==> config.mk <==
export PLATFORM = sky130hd
export DESIGN_NAME = strong_probable_prime_test_core
export DESIGN_NICKNAME = d
export VERILOG_FILES = /design/src/rtl/sprp_pkg.sv /design/src/rtl/strong_probable_prime_test_core.sv /design/src/rtl/sprp_modmul.sv
export VERILOG_INCLUDE_DIRS = /design/src /design/src/rtl
export SDC_FILE = /design/constraint.sdc
export NUM_CORES = 2
export LEC_CHECK = 0
export ABC_AREA = 0
export BUFFER_PORTS_ARGS = -buffer_cell sky130_fd_sc_hd__buf_2
export CAP_MARGIN = 20
export CORE_AREA = 5 5 472 241
export CTS_CLUSTER_DIAMETER = 120
export CTS_CLUSTER_SIZE = 10
export DETAILED_ROUTE_END_ITERATION = 10
export DIE_AREA = 0 0 477 246
export GPL_TIMING_DRIVEN = 1
export PLACE_DENSITY = 0.65
export SLEW_MARGIN = 20
export SYNTH_ARGS = -nofsm -noshare
export SYNTH_HDL_FRONTEND = slang
export SYNTH_HIERARCHICAL = 1
export SYNTH_SLANG_ARGS = --single-unit
==> constraint.sdc <==
create_clock -name clk -period 13.3 [get_ports clk]
set_input_delay 0.665 -clock clk [delete_from_list [all_inputs] [get_ports clk]]
set_output_delay 0.665 -clock clk [all_outputs]
set_load 0.02 [all_outputs]
==> src/rtl/strong_probable_prime_test_core_macros.svh <==
// ----------------------------------------------------------------------------
// Assertion macros for the strong probable prime test core.
// Full concurrent assertions in simulation, empty bodies under synthesis.
// ----------------------------------------------------------------------------
`ifndef STRONG_PROBABLE_PRIME_TEST_CORE_MACROS_SVH
`define STRONG_PROBABLE_PRIME_TEST_CORE_MACROS_SVH

`ifndef SYNTHESIS

// Check that cons holds in the same cycle as ante.
`define SPRP_ASSERT_IMP(lbl, clk, rst, ante, cons) \
  lbl: assert property (@(posedge clk) disable iff (rst) (ante) |-> (cons)) \
    else $error("sprp assertion failed");

// Check that cons holds in the cycle after ante.
`define SPRP_ASSERT_NXT(lbl, clk, rst, ante, cons) \
  lbl: assert property (@(posedge clk) disable iff (rst) (ante) |=> (cons)) \
    else $error("sprp assertion failed");

`else

`define SPRP_ASSERT_IMP(lbl, clk, rst, ante, cons)
`define SPRP_ASSERT_NXT(lbl, clk, rst, ante, cons)

`endif

`endif

==> src/rtl/sprp_pkg.sv <==
// ----------------------------------------------------------------------------
// sprp_pkg
// Request and response types of the strong probable prime test core.
// ----------------------------------------------------------------------------
`timescale 1ns / 1ps
`default_nettype none

package sprp_pkg;

  localparam int unsigned FIELD_WIDTH = 32;

  // One test request: candidate n and witness base a
  typedef struct packed {
    logic [FIELD_WIDTH-1:0] candidate;
    logic [FIELD_WIDTH-1:0] witness_base;
  } sprp_req_t;

  // One test response
  typedef struct packed {
    logic probable_prime;
    logic bad_input;
  } sprp_rsp_t;

endpackage

`default_nettype wire

==> src/rtl/strong_probable_prime_test_core.sv <==
// ----------------------------------------------------------------------------
// strong_probable_prime_test_core
// One Miller-Rabin round on a NUM_WIDTH-bit candidate against one base.
// ----------------------------------------------------------------------------
// Usage:
//   Present a request (candidate n, witness base a) on req with req_valid;
//   it is taken when req_ready is high. Only the low NUM_WIDTH bits of each
//   field count. One response per request comes out on rsp with rsp_valid.
//   bad_input flags n below two, with probable_prime low.
//   The core works on one request at a time. Each modular multiply runs
//   through a single shared multiplier and bit-serial reducer. A request
//   takes at most k + h + s + 1 multiplies, with k the bit length of d,
//   h the number of ones in d, s the power of two in n-1; n < 2 takes none.
//   The response sits in an output register: the next request is taken
//   while it waits. A stalled receiver holds rsp; a later request then
//   waits in its final state until the register frees.
//   Reset (rst, synchronous) returns the sequencer to idle and drops rsp.
// ----------------------------------------------------------------------------
`timescale 1ns / 1ps
`default_nettype none

`include "strong_probable_prime_test_core_macros.svh"

module strong_probable_prime_test_core #(
  parameter int unsigned NUM_WIDTH = 32
) (
  input  wire logic                 clk,
  input  wire logic                 rst,
  input  wire logic                 req_valid,
  output logic                      req_ready,
  input  wire sprp_pkg::sprp_req_t  req,
  output logic                      rsp_valid,
  input  wire logic                 rsp_ready,
  output sprp_pkg::sprp_rsp_t       rsp
);

  import sprp_pkg::*;

  localparam int unsigned SW = $clog2(NUM_WIDTH);

  typedef enum logic [9:0] {
    ST_IDLE   = 10'b0000000001,
    ST_SPLIT  = 10'b0000000010,
    ST_REDUCE = 10'b0000000100,
    ST_STEP   = 10'b0000001000,
    ST_MULX   = 10'b0000010000,
    ST_SQB    = 10'b0000100000,
    ST_CHECK  = 10'b0001000000,
    ST_LOOP   = 10'b0010000000,
    ST_SQX    = 10'b0100000000,
    ST_FINISH = 10'b1000000000
  } sprp_state_t;

  sprp_state_t          state;
  logic [NUM_WIDTH-1:0] n;
  logic [NUM_WIDTH-1:0] nm1;
  logic [NUM_WIDTH-1:0] a;
  logic [NUM_WIDTH-1:0] d;
  logic [NUM_WIDTH-1:0] e;
  logic [NUM_WIDTH-1:0] x;
  logic [NUM_WIDTH-1:0] b;
  logic [SW-1:0]        s;
  logic [SW-1:0]        cnt;
  logic                 pass;
  logic                 bad;

  logic                 mm_start;
  logic [NUM_WIDTH-1:0] mm_a;
  logic [NUM_WIDTH-1:0] mm_b;
  logic                 mm_done;
  logic [NUM_WIDTH-1:0] mm_result;
  logic                 mm_wait;

  logic [NUM_WIDTH-1:0] cand;

  assign cand      = req.candidate[NUM_WIDTH-1:0];
  assign req_ready = (state == ST_IDLE);

  // States that wait on the shared multiplier
  assign mm_wait = (state == ST_REDUCE) || (state == ST_MULX) ||
                   (state == ST_SQB) || (state == ST_SQX);

  // Launch the shared multiplier and pick its operands
  always_comb begin
    mm_start = 1'b0;
    mm_a     = x;
    mm_b     = b;
    unique case (state)
      ST_SPLIT: begin
        if (d[0]) begin
          mm_start = 1'b1;
          mm_a     = a;
          mm_b     = NUM_WIDTH'(1);
        end
      end
      ST_STEP: begin
        if (e != '0) begin
          mm_start = 1'b1;
          mm_a     = e[0] ? x : b;
        end
      end
      ST_MULX: begin
        if (mm_done) begin
          mm_start = 1'b1;
          mm_a     = b;
        end
      end
      ST_LOOP: begin
        if (cnt != '0 && x != nm1) begin
          mm_start = 1'b1;
          mm_b     = x;
        end
      end
      default: mm_start = 1'b0;
    endcase
  end

  sprp_modmul #(
    .NUM_WIDTH(NUM_WIDTH)
  ) u_modmul (
    .clk    (clk),
    .rst    (rst),
    .start  (mm_start),
    .op_a   (mm_a),
    .op_b   (mm_b),
    .modulus(n),
    .done   (mm_done),
    .result (mm_result)
  );

  // Sequence one test round and hold the response
  always_ff @(posedge clk) begin
    if (rst) begin
      state     <= ST_IDLE;
      rsp_valid <= 1'b0;
    end else begin
      if (rsp_valid && rsp_ready && state != ST_FINISH) begin
        rsp_valid <= 1'b0;
      end
      unique case (state)
        ST_IDLE: begin
          if (req_valid) begin
            n   <= cand;
            a   <= req.witness_base[NUM_WIDTH-1:0];
            nm1 <= cand - NUM_WIDTH'(1);
            d   <= cand - NUM_WIDTH'(1);
            s   <= '0;
            if (cand[NUM_WIDTH-1:1] == '0) begin
              pass  <= 1'b0;
              bad   <= 1'b1;
              state <= ST_FINISH;
            end else begin
              bad   <= 1'b0;
              state <= ST_SPLIT;
            end
          end
        end
        ST_SPLIT: begin
          // Strip factors of two from n-1
          if (!d[0]) begin
            d <= d >> 1;
            s <= s + SW'(1);
          end else begin
            state <= ST_REDUCE;
          end
        end
        ST_REDUCE: begin
          if (mm_done) begin
            b     <= mm_result;
            x     <= NUM_WIDTH'(1);
            e     <= d;
            state <= ST_STEP;
          end
        end
        ST_STEP: begin
          if (e == '0) begin
            state <= ST_CHECK;
          end else if (e[0]) begin
            state <= ST_MULX;
          end else begin
            state <= ST_SQB;
          end
        end
        ST_MULX: begin
          if (mm_done) begin
            x     <= mm_result;
            state <= ST_SQB;
          end
        end
        ST_SQB: begin
          if (mm_done) begin
            b     <= mm_result;
            e     <= e >> 1;
            state <= ST_STEP;
          end
        end
        ST_CHECK: begin
          if (x == NUM_WIDTH'(1)) begin
            pass  <= 1'b1;
            state <= ST_FINISH;
          end else begin
            cnt   <= s;
            state <= ST_LOOP;
          end
        end
        ST_LOOP: begin
          // Look for n-1 over the remaining squarings
          if (cnt == '0) begin
            pass  <= 1'b0;
            state <= ST_FINISH;
          end else if (x == nm1) begin
            pass  <= 1'b1;
            state <= ST_FINISH;
          end else begin
            state <= ST_SQX;
          end
        end
        ST_SQX: begin
          if (mm_done) begin
            x     <= mm_result;
            cnt   <= cnt - SW'(1);
            state <= ST_LOOP;
          end
        end
        ST_FINISH: begin
          if (!rsp_valid || rsp_ready) begin
            rsp_valid          <= 1'b1;
            rsp.probable_prime <= pass;
            rsp.bad_input      <= bad;
            state              <= ST_IDLE;
          end
        end
        default: state <= ST_IDLE;
      endcase
    end
  end

  `SPRP_ASSERT_IMP(a_split_nonzero, clk, rst, state == ST_SPLIT, d != '0)
  `SPRP_ASSERT_IMP(a_done_expected, clk, rst, mm_done, mm_wait)
  `SPRP_ASSERT_IMP(a_bad_not_prime, clk, rst, rsp_valid && rsp.bad_input, !rsp.probable_prime)
  `SPRP_ASSERT_NXT(a_finish_loads, clk, rst, state == ST_FINISH && !rsp_valid, rsp_valid && state == ST_IDLE)

endmodule

`default_nettype wire

==> src/rtl/sprp_modmul.sv <==
// ----------------------------------------------------------------------------
// sprp_modmul
// Shared modular multiplier: a registered product, then a restoring
// reduction of the double-width product by the modulus, one bit a cycle.
// ----------------------------------------------------------------------------
`timescale 1ns / 1ps
`default_nettype none

`include "strong_probable_prime_test_core_macros.svh"

module sprp_modmul #(
  parameter int unsigned NUM_WIDTH = 32
) (
  input  wire logic                 clk,
  input  wire logic                 rst,
  input  wire logic                 start,
  input  wire logic [NUM_WIDTH-1:0] op_a,
  input  wire logic [NUM_WIDTH-1:0] op_b,
  input  wire logic [NUM_WIDTH-1:0] modulus,
  output logic                      done,
  output logic      [NUM_WIDTH-1:0] result
);

  localparam int unsigned PW = 2 * NUM_WIDTH;
  localparam int unsigned CW = $clog2(PW);

  typedef enum logic [2:0] {
    M_IDLE = 3'b001,
    M_MUL  = 3'b010,
    M_RED  = 3'b100
  } mm_state_t;

  mm_state_t            state;
  logic [NUM_WIDTH-1:0] opa;
  logic [NUM_WIDTH-1:0] opb;
  logic [NUM_WIDTH-1:0] m;
  logic [PW-1:0]        prod;
  logic [CW-1:0]        cnt;
  logic [NUM_WIDTH:0]   trial;
  logic                 fits;
  logic [NUM_WIDTH:0]   diff;

  // Shift the next product bit into the partial remainder
  assign trial = {result, prod[PW-1]};
  assign fits  = trial >= {1'b0, m};
  assign diff  = trial - {1'b0, m};

  always_ff @(posedge clk) begin
    if (rst) begin
      state <= M_IDLE;
      done  <= 1'b0;
    end else begin
      // Flag the result on the cycle after the last reduction step
      done <= (state == M_RED) && (cnt == CW'(PW - 1));
      unique case (state)
        M_IDLE: begin
          if (start) begin
            opa   <= op_a;
            opb   <= op_b;
            m     <= modulus;
            state <= M_MUL;
          end
        end
        M_MUL: begin
          prod   <= PW'(opa) * PW'(opb);
          result <= '0;
          cnt    <= '0;
          state  <= M_RED;
        end
        M_RED: begin
          // Subtract the modulus whenever the shifted remainder reaches it
          result <= fits ? diff[NUM_WIDTH-1:0] : trial[NUM_WIDTH-1:0];
          prod   <= {prod[PW-2:0], 1'b0};
          cnt    <= cnt + CW'(1);
          if (cnt == CW'(PW - 1)) begin
            state <= M_IDLE;
          end
        end
        default: state <= M_IDLE;
      endcase
    end
  end

  `SPRP_ASSERT_IMP(a_start_idle, clk, rst, start, state == M_IDLE)
  `SPRP_ASSERT_IMP(a_result_below_mod, clk, rst, done, result < m)
  `SPRP_ASSERT_NXT(a_mul_then_red, clk, rst, state == M_MUL, state == M_RED)

endmodule

`default_nettype wire

After elaboration in Yosys (flattened, before gate mapping)
Cells that the tools add are included.
{"block": "totals", "regBits": 451, "out_inout_bits": 4, "word_cells": 156}
{"block": "op_classes", "n_addsub": 5, "n_mul": 1, "order_cmp": 1, "eq_ne": 34, "muxes": 58, "n_bitwise": 1, "reduce_logical": 32}
{"operator": "two-way mux 32 bit", "count": 13}
{"operator": "case mux 32 bit (2 select lines)", "count": 5}
{"operator": "case mux 64 bit (2 select lines)", "count": 1}
{"operator": "two-way mux 10 bit", "count": 10}
{"operator": "case mux 32 bit (3 select lines)", "count": 1}
{"operator": "case mux 10 bit (9 select lines)", "count": 1}
{"operator": "multiplier 32 x 32 -> 64 bit", "count": 1}
{"operator": "greater-or-equal comparator 33 x 32 -> 1 bit", "count": 1}
{"operator": "equality test 32 x 1 -> 1 bit, second input constant", "count": 1}
{"operator": "equality test 32 bit", "count": 1}
{"operator": "zero test 32 bit", "count": 1}
{"operator": "!= test 32 bit", "count": 1}
{"operator": "nonzero test 32 bit", "count": 1}
{"operator": "subtractor 32 x 1 -> 32 bit, second input constant", "count": 1}
{"operator": "subtractor 32 bit", "count": 1}
{"operator": "zero test 31 bit", "count": 1}
{"operator": "two-way mux 5 bit", "count": 4}
{"operator": "case mux 5 bit (2 select lines)", "count": 2}
{"operator": "!= test 2 bit, second input constant", "count": 8}
{"operator": "AND reduction 4 bit", "count": 4}
{"operator": "AND reduction 3 bit", "count": 5}
{"operator": "!= test 2 x 1 -> 1 bit, second input constant", "count": 7}
{"operator": "two-way mux 1 bit", "count": 13}
{"operator": "case mux 6 bit (2 select lines)", "count": 1}
{"operator": "other kinds (36)", "count": 47}

Depth between registers and ports, before layout
{"block": "depth", "depth_word": 6, "mapped_depth": 28, "depth_no_buf": 26}

Hierarchy
The synthesis kept the hierarchy.
{"module": "sprp_modmul", "instances": 1, "cells_each": 4383, "area_each_um2": 42369.4, "seq_area_each_um2": 6025.8}
{"module": "strong_probable_prime_test_core", "instances": 1, "cells_each": 922, "area_each_um2": 11836.4, "seq_area_each_um2": 7367.1}

Least setup slack after synthesis
OpenSTA, ideal clock, no wires.
{"block": "synth_timing", "kind": "register -> register", "startpoint": "register state[8] (netlist name)", "endpoint": "register u_modmul.m[0], enable pin", "setup_time_ns": 0.787, "arrival_time_ns": 10.916, "required_ns": 12.513, "slack_ns": 1.597, "path_stages_with_launch": 10, "n_path_buf": 2, "period_less_slack_ns": 11.703, "path_cell_list": "dfxtp_1 nor4_4 nand3_1 a311o_1 a41o_1 buf_2 buf_6 nand3_1 nand2_1 nor4_1"}
{"element": "to (signal assigned)", "line_no": "sprp_modmul.sv:60", "text": "m <= modulus;"}
{"element": "to (decl)", "line_no": "sprp_modmul.sv:36", "text": "logic [NUM_WIDTH-1:0] m;"}

Worst setup path in the final report
{"block": "layout_timing", "startpoint": "register u_modmul.opb[17]", "endpoint": "register u_modmul.prod[62] (data pin)"}
{"block": "layout_via", "elab_chain_cells": 2}
{"element": "from (decl)", "line_no": "sprp_modmul.sv:35", "text": "logic [NUM_WIDTH-1:0] opb;"}
{"element": "from (signal assigned)", "line_no": "sprp_modmul.sv:59", "text": "opb <= op_b;"}
{"element": "multiplier 32 x 32 -> 64 bit", "line_no": "sprp_modmul.sv:65", "text": "prod <= PW'(opa) * PW'(opb);"}
{"element": "case mux 64 bit (2 select lines)", "line_no": "sprp_modmul.sv:55", "text": "unique case (state)"}
{"element": "to (signal assigned)", "line_no": "sprp_modmul.sv:65"}
{"element": "to (signal assigned)", "line_no": "sprp_modmul.sv:73", "text": "prod <= {prod[PW-2:0], 1'b0};"}
{"element": "to (decl)", "line_no": "sprp_modmul.sv:37", "text": "logic [PW-1:0] prod;"}
Every way passes these cells.
A chain may end at the register's enable or synchronous reset.

==> metrics.cfg <==
[run_status]
status = finished, final reports clean

[yosys]
syn-cell-area_mm2 = 0.0542
ys_types = 91
synth_fp_nets = 6570
synth.avg_cell_area_um2 = 10.2
synthArstFlopShare_pct = 0
seq_area_frac_synth_pct = 24.7
yosysWarnings = 6
synth_edf_count = 436
synth_cells = 5305
synthFlopType = edfxtp_1
synth-seq-cells = 451

[clocking]
cts-root-buf = clkbuf_16
cts_tree = yes
h-tree-depth = 2
cts_sinks = 451
postCtsSetupBuffers = 0
hold_buffers = 0
clk_latency_ns = 0.61
cts_resized = 0
clockBufferDepth = 3
clk_pin_slew_worst_paths_ns = 0.06
cts_buffers = 51

[timing]
finalSetupTns_ns = 0
final_max_slew_viol_count = 0
rsz0062_at_grt = false
setup_viol = 0
min_period_ns = 8.77
fin_hold_ws_ns = 0.237
worst-slew-pin-transition_ns = 1.14
hold_violations = 0
fin_crit_sh_pct = 66.0
fmax_mhz = 114
finClkSkew_ns = 0.0367
relSlewSlack_pct = 24.0

[route]
route.detailed.drc = 0
vias_per_cell = 5.69
drt-met1-wl_um = 78800
met3WireLength_um = 30000
drtPass1Iterations = 6
drt_wl_total_um = 167000
avgRoutedWirePerCell_um = 24.9
vias = 38100
wl_met2_um = 56800
routed.top_layer = met4
drt_iter0_drc = 4506
antenna_left = 0

[global_route]
grt_pass1_vias = 38300
grt_pass1_wl_um = 252000
grt_max_degree = 65
grt_use_total_pct = 28.7
grt.overflow.total = 0
grt_antenna_before_repair = 3

[die]
die_h_um = 246
die_area_mm2 = 0.117
row_count = 86
initial_utilization_pct = 49.6
core_mm2 = 0.109
dieWidth_um = 477
ios = 72

[critical_path]
cp.required_ns = 13.63
critPathArrivalTime_ns = 9.10
crit_fanout = 32
worstSetupPathType = reg2reg
end_kind = flip-flop
startpoint_type = flip-flop

[final_layout]
syn_to_final_growth_pct = 5.89
largest_reg_flops = 64
top_register = u_modmul/prod
drive_gt1_share_pct = 6.23
final.fill_count = 9691
final_nets = 6496

[run]
max_cap_viol_count = 0

[placed_design]
io_buffers = 71
gp_routability_congestion = 0.969
dp_hpwl_um = 133000

[worst_hold_path]
min_path_type = in2reg

worst max-delay path, cell delays in order (launching register included):
cell,delay (ns)
edfxtp_1,0.35
buf_4,0.25
and2_1,0.24
fa_1,0.53
inv_1,0.05
fa_1,0.53
inv_1,0.05
fa_1,0.52
inv_1,0.09
fa_1,0.56
inv_1,0.05
fa_1,0.50
fa_1,0.45
fa_1,0.56
fa_1,0.49
ha_1,0.54
nand4_1,0.17
nor4_1,0.92
nor2_1,0.08
a31oi_1,0.24
o31ai_2,0.13
o31ai_2,0.43
a31oi_2,0.26
o21ai_1,0.22
xnor2_1,0.14
o21ai_1,0.08
layer usage:
layer / up-vias / global-route usage, %
met5: - / 0
met4: 0 / 2.08
met3: 75 / 16.9
met2: 2217 / 32.9
met1: 19300 / 46.2
li1: 16500 / -
placed cells by master (no fill, tap or decap), types with 16 or more instances in the layout:
cell,n
a21o_1,46
a21oi_1,177
a22oi_1,34
a31oi_1,18
and2_1,632
buf_2,71
buf_4,86
clkbuf_16,52
edfxtp_1,436
fa_1,897
ha_1,300
inv_1,937
mux2_2,32
mux2i_1,57
nand2_1,612
nand3_1,40
nand4_1,37
nor2_1,162
nor2b_1,16
nor3_1,25
nor4_1,32
o211ai_1,42
o21ai_0,67
o21ba_2,19
o21bai_1,17
xnor2_1,102
xor2_1,56
Yosys cell counts (8+ instances only):
library cell	n	area [um^2]
and3_1	9	56.3
a22oi_1	34	255
and2_1	632	3950
dfxtp_1	15	300
nor2b_1	16	100
nand4_1	37	231
or3_1	9	56.3
buf_6	8	90.1
o21ai_0	67	335
nand2_1	612	2300
mux2i_1	57	571
nor3_1	27	135
xnor2_1	102	893
fa_1	897	18000
mux2_2	32	360
o21bai_1	17	128
o21ba_2	19	190
buf_2	18	90.1
a21o_1	46	345
a31oi_1	19	119
ha_1	300	3750
or2_2	8	50.1
o211ai_1	42	315
nand2b_1	15	93.8
inv_1	938	3520
o21ai_1	11	55.1
xor2_1	56	490
a21oi_1	177	886
nor4_1	33	206
a211oi_1	12	90.1
o31ai_1	12	90.1
clkbuf_1	255	957
nor2_1	166	623
o21a_1	14	105
nand3_1	40	200
edfxtp_1	436	13100
final timing paths:
| kind | end | startpoint | slack [ns] | depth (start not counted) |
|---|---|---|---|---|
| setup / recovery | u_modmul/prod[62]$_DFFE_PP_ | u_modmul/opb[17]$_DFFE_PP_ | 4.53 | 25 |
| hold / removal | a[16]$_DFFE_PP_ | req[16] | 0.24 | 1 |
| setup reg to reg | u_modmul/prod[62]$_DFFE_PP_ | u_modmul/opb[17]$_DFFE_PP_ | 4.53 | 25 |
| hold reg to reg | u_modmul/m[4]$_DFFE_PP_ | n[4]$_DFFE_PP_ | 0.41 | 0 |
per-stage QoR:
step           std cells  setup slack, ns  utilization (%)  area, um^2
5_1_grt             6697             4.34             52.5       57400
2_1_floorplan       5305             1.60                -       54200
6_report            6699             4.53             52.6       57400
4_1_cts             6696             4.68             52.5       57300
3_5_place_dp        6629             4.77             51.2       55900
3_3_place_gp        6629             4.80             51.2       55900
cell type report:
class | instances | area, um^2 | share of cell area [%]
Antenna cell | 2 | 5.00 | 0.00872
Clock buffer | 64 | 1350 | 2.35
Clock inverter | 3 | 55.1 | 0.0959
Inverter | 938 | 3520 | 6.13
Multi-Input combinational cell | 3631 | 36200 | 63.1
Sequential cell | 451 | 13400 | 23.3
Tap cell | 1452 | 1820 | 3.17
Timing Repair Buffer | 158 | 1020 | 1.78
cells by family after synthesis:
| kind of cell | Yosys count | synth area share [%] |
|---|---|---|
| xor gates and xnor gates | 161 | 2.64 |
| DFF | 451 | 24.7 |
| adders and majority gates | 1197 | 40.1 |
| AOI/OAI and AO/OA | 534 | 6.56 |
| muxes | 89 | 1.72 |
| buffers and inverters | 1223 | 8.62 |
| and+or+nand+nor | 1650 | 15.7 |
Power is not shown: default switching activity piles up to over one toggle a cycle in this logic, so the estimate is an artifact.
